**src/fnl_ram.sv**
```systemverilog
module fnl_ram #(
    parameter int WIDTH = 8,
    parameter int DEPTH = 64
) (
    input  logic                     i_clk,
    input  logic                     i_we,
    input  logic [$clog2(DEPTH)-1:0] i_waddr,
    input  logic [WIDTH-1:0]         i_wdata,
    input  logic [$clog2(DEPTH)-1:0] i_raddr,
    output logic [WIDTH-1:0]         o_rdata
);

    logic [WIDTH-1:0] r_mem [DEPTH];
    logic [WIDTH-1:0] r_rdata;

    always_ff @(posedge i_clk) begin
        if (i_we) begin
            r_mem[i_waddr] <= i_wdata;
        end
        r_rdata <= r_mem[i_raddr];
    end

    assign o_rdata = r_rdata;

endmodule

```
**config.mk**
```make
export PLATFORM = sky130hd
export DESIGN_NAME = fnl_ram
export DESIGN_NICKNAME = d
export VERILOG_FILES = /design/src/fnl_ram.sv
export SDC_FILE = /design/constraint.sdc
export NUM_CORES = 1
export LEC_CHECK = 0
export BUFFER_PORTS_ARGS = -buffer_cell sky130_fd_sc_hd__buf_4
export CAP_MARGIN = 20
export CORE_MARGIN = 8
export CORE_UTILIZATION = 46
export DETAILED_ROUTE_END_ITERATION = 7
export SYNTH_ARGS = -nofsm -noshare
export SYNTH_HDL_FRONTEND = slang
export SYNTH_SLANG_ARGS = --single-unit
```
**constraint.sdc**
```tcl
create_clock -name i_clk -period 2 [get_ports i_clk]
set_input_delay 0.1 -clock i_clk [delete_from_list [all_inputs] [get_ports i_clk]]
set_output_delay 0.1 -clock i_clk [all_outputs]
set_load 0.005 [all_outputs]
```
# --- Word-level counts from Yosys, hierarchy flattened ---
# Memory sizes are Yosys's and may differ from the RTL's. A register that Yosys moved wholly into a read port is not among the register bits.
# Cells that the tools add are included.
totals:
  out_inout_bits: 8
  wordCells: 3
  memories: 1
  input_bits: 22
  ram_bits: 512
  regBits: 0
op_classes:
  muxes: 2
memory_table:
  columns: ["memory", "depth", "word_bits", "rd", "rd_ports_with_merged_regs", "write_ports", "line", "source"]
  rows:
  - ["r_mem", 64, 8, 1, 1, 1, "13", "logic [WIDTH-1:0] r_mem [DEPTH];"]
ops:
  columns: ["operator", "n"]
  rows:
  - ["1-bit two-way mux", 2]

# --- Depth between registers and ports, before layout ---
depth:
  word_depth: 2
  mapped_depth: 9
  depth_no_buf: 5

# --- Worst setup path before layout ---
# OpenSTA, ideal clock, no wires.
synth_timing:
  path_kind: "input port to flip-flop"
  from: "in i_raddr[1]"
  to: "reg r_rdata[3] (netlist: o_rdata[3]), read port of r_mem"
  path_buffers: 3
  setup_time_ns: 0.128
  setup_slack_ns: 0.232
  arrival_ns: 1.640
  required_time_ns: 1.872
  path_stages: 7
  path_cell_list: "buf_4 buf_2 buf_2 mux4_2 mux4_2 o21ai_1 o41ai_1"
synth_rtl:
  columns: ["item", "line", "source"]
  rows:
  - ["start: declaration", "9", "input logic [$clog2(DEPTH)-1:0] i_raddr,"]
  - ["end: declaration", "14", "logic [WIDTH-1:0] r_rdata;"]

==> impl_metrics.csv <==
group,metric,value,unit
logic_synthesis,ys_ff_latch,520,
worst_setup_path,cp_max_fo,1,
timing,fin_crit_sh,0.987,
cts,cts_tree,"yes",
logic_synthesis,syn_inst,940,
cts,clk_latency,580,ps
power,vdd_drop_max,611,uV
worst_setup_path,cp-start-kind,"flop",
timing,skew,11.8,ps
logic_synthesis,yosysWarnings,0,
drt,antenna_left,0,
drt,num_vias,10000,
die,start_util,0.467,
die,io_pins,30,
worst_setup_path,required,2450,ps
cts,postCtsSetupRepairBufs,0,
run,maxCapViolations,0,
power,p_per_area,948,nW/um^2
worst_setup_path,critPathArrivalTime,2430,ps
cts,cts_htree_levels,2,
die,dieHeight,225,um
drt,routedWlPerCell,26.8,um
logic_synthesis,avgSynthCellArea,21.5,um^2
logic_synthesis,syn_nets,962,
worst_setup_path,end_kind,"flop",
grt,antenna_found_initial,0,
placement,place_area,21900,um^2
cts,path_clk_slew,60,ps
cts,cts_buffers,52,
drt,vias_per_cell,5.81,
hold_path,hold_path_class,"in -> reg",
cts,clock-sinks,520,
die,dieArea,50800,um^2
timing,finalSetupTns,0,ps
grt,gr-total-overflow,0,
grt,grt_use_total,0.185,
placement,place.gp.congestion,0.809,
drt,drc,0,
finish,diodes,0,
grt,grt_pass1_wl,68.7,mm
die,num_rows,76,
placement,portBuffers,29,
logic_synthesis,netlist_area,20200,um^2
worst_setup_path,setup.worst_path.class,"reg -> reg",
grt,grt_pass1_vias,10200,
logic_synthesis,ys_types,40,
logic_synthesis,synth-seq-area-share,0.770,
finish,nets,1120,
finish,area_growth,16.6,%
timing,slew_headroom,0.499,
power,p_leak,7.57,nW
timing,timing.hold.ws,89.5,ps
finish,drive_gt1_frac,0.322,
placement,dp_hpwl,28.7,mm
timing,slew_viol_final,0,
die,core,43200,um^2
drt,drt-total-wl,46.2,mm
outcome,status,"complete, no violations",
drt,drt-initial-drc-count,982,
finish,design_area,23500,um^2
timing,hold_viol_final,0,
cts,cts.path.max_buffers,3,
timing,period_needed,1970,ps
timing,setup_viol,0,
timing,rsz0062_at_grt,"yes",
cts,cts-root-buf,"clkbuf_16",
grt,grt_max_degree,65,
timing,tightest_slew,752,ps
power,total_power,22.3,mW
finish,fin_util,0.545,
timing,fmax,507,MHz
die,die_w,225,um
drt,dr.pass1.iters,5,
-- layer usage --
layer / part of all wire / global-route usage
met4: 0.024 / 0.0581
met3: 0.071 / 0.0307
met2: 0.47 / 0.292
met1: 0.43 / 0.263
met5: 0 / 0
-- Yosys cell counts --
cell type | number | share of area
o221ai_1 | 8 | 0.0035
clkbuf_1 | 17 | 0.0032
o41ai_1 | 2 | 0.00087
buf_1 | 4 | 0.00074
buf_6 | 4 | 0.0022
nand3b_1 | 3 | 0.0011
and2_1 | 1 | 0.00031
nor2_1 | 83 | 0.015
nand2b_1 | 7 | 0.0022
nor3_1 | 7 | 0.0017
a2111oi_0 | 2 | 0.00087
o21ai_0 | 2 | 0.00050
a21oi_1 | 3 | 0.00074
mux4_2 | 126 | 0.14
buf_12 | 2 | 0.0020
o2bb2ai_1 | 3 | 0.0013
nor4_1 | 2 | 0.00062
nand4_1 | 2 | 0.00062
edfxtp_1 | 512 | 0.76
or3_1 | 1 | 0.00031
nor2b_1 | 14 | 0.0043
nand2_1 | 19 | 0.0035
buf_2 | 11 | 0.0027
a211oi_1 | 4 | 0.0015
o32ai_1 | 2 | 0.00087
o221a_2 | 2 | 0.0011
nand3_1 | 13 | 0.0032
dfxtp_1 | 8 | 0.0079
mux2_2 | 13 | 0.0073
mux2i_1 | 23 | 0.011
o2111ai_1 | 3 | 0.0013
o21a_1 | 2 | 0.00074
buf_4 | 13 | 0.0048
o21ai_1 | 2 | 0.00050
a221oi_1 | 6 | 0.0026
o22ai_1 | 8 | 0.0025
a31oi_1 | 1 | 0.00031
nand4b_1 | 1 | 0.00043
a22oi_1 | 3 | 0.0011
o311ai_1 | 1 | 0.00043
-- power by group --
group / total (mW) / leakage, nW / internal (mW) / switching, mW
Combinational: 1.24 / 2.14 / 0.520 / 0.721
Clock: 8.95 / 0.752 / 5.09 / 3.86
Sequential: 12.1 / 4.67 / 12.1 / 0.0384
-- layout by cell type, fill, tap and decap left out, types with 3 or more instances in the layout --
cell type | netlist | layout
o22ai_1 | 8 | 8
nand2b_1 | 7 | 7
a221oi_1 | 6 | 6
o221ai_1 | 8 | 8
nor3_1 | 7 | 5
mux4_2 | 126 | 126
a21oi_1 | 3 | 3
o2bb2ai_1 | 3 | 3
buf_4 | 13 | 141
clkbuf_1 | 17 | 17
nand3_1 | 13 | 13
nor2_1 | 83 | 83
nand3b_1 | 3 | 3
mux2_2 | 13 | 11
nor2b_1 | 14 | 14
dfxtp_1 | 8 | 8
clkbuf_8 | 0 | 4
clkinv_2 | 0 | 6
nand2_1 | 19 | 19
clkbuf_16 | 0 | 53
a22oi_1 | 3 | 3
mux2i_1 | 23 | 23
edfxtp_1 | 512 | 512
buf_12 | 2 | 10
a211oi_1 | 4 | 4
o2111ai_1 | 3 | 3
clkinv_1 | 0 | 10
-- worst max-delay path, stage by stage (launching register included) --
cell and delay, ps:
edfxtp_1 360, mux4_2 500, mux2_4 290, o221a_4 290
nor3_4 180, buf_6 150, o32ai_2 70
-- worst paths after layout --
path	from	to	slack, ps	cells after the start
setup / recovery	r_mem[21][6]$_DFFE_PP_	o_rdata[6]$_DFF_P_	30	6
hold / removal	i_wdata[7]	r_mem[35][7]$_DFFE_PP_	90	1
setup reg to reg	r_mem[21][6]$_DFFE_PP_	o_rdata[6]$_DFF_P_	30	6
hold reg to reg	r_mem[23][0]$_DFFE_PP_	o_rdata[0]$_DFF_P_	890	4
-- area by class of cell --
class                      instances  area [um^2]
fill                            3393        19700
timing repair buffer             155         1310
clock buffer                      73         1430
tap                              585          732
sequential                       520        15500
clock inverter                    20          121
multi-input combinational        369         4390
-- metrics by stage --
| step | instances | setup slack [ps] |
|---|---|---|
| global route | 1722 | -12.1 |
| global placement | 1628 | -361 |
| floorplan | 940 | 232 |
| finish | 1722 | 26.2 |
| detailed placement | 1628 | -379 |
| CTS | 1722 | 2.60 |
-- logic make-up (layout without fill, tap and decap cells) --
logic type,count (synthesis),in the layout,share of synthesized area
AOI/OAI and AO/OA,54,54,0.0207
DFF,520,520,0.770
and+or+nand+nor,153,153,0.0339
buffers and inverters,51,248,0.0157
muxes,162,162,0.159
-- flip-flops by register name, indices dropped and copies added (netlist names) --
name	cells
r_mem	512
o_rdata	8
-- timing repair --
item,CTS,global route
setup endpoints to repair,3,4
pin swaps,1,1
resized for setup,4,10
hold buffers,1,0
cloned,0,0
endpoints found under the hold margin,7,0
(Power assumes the default switching activity.)
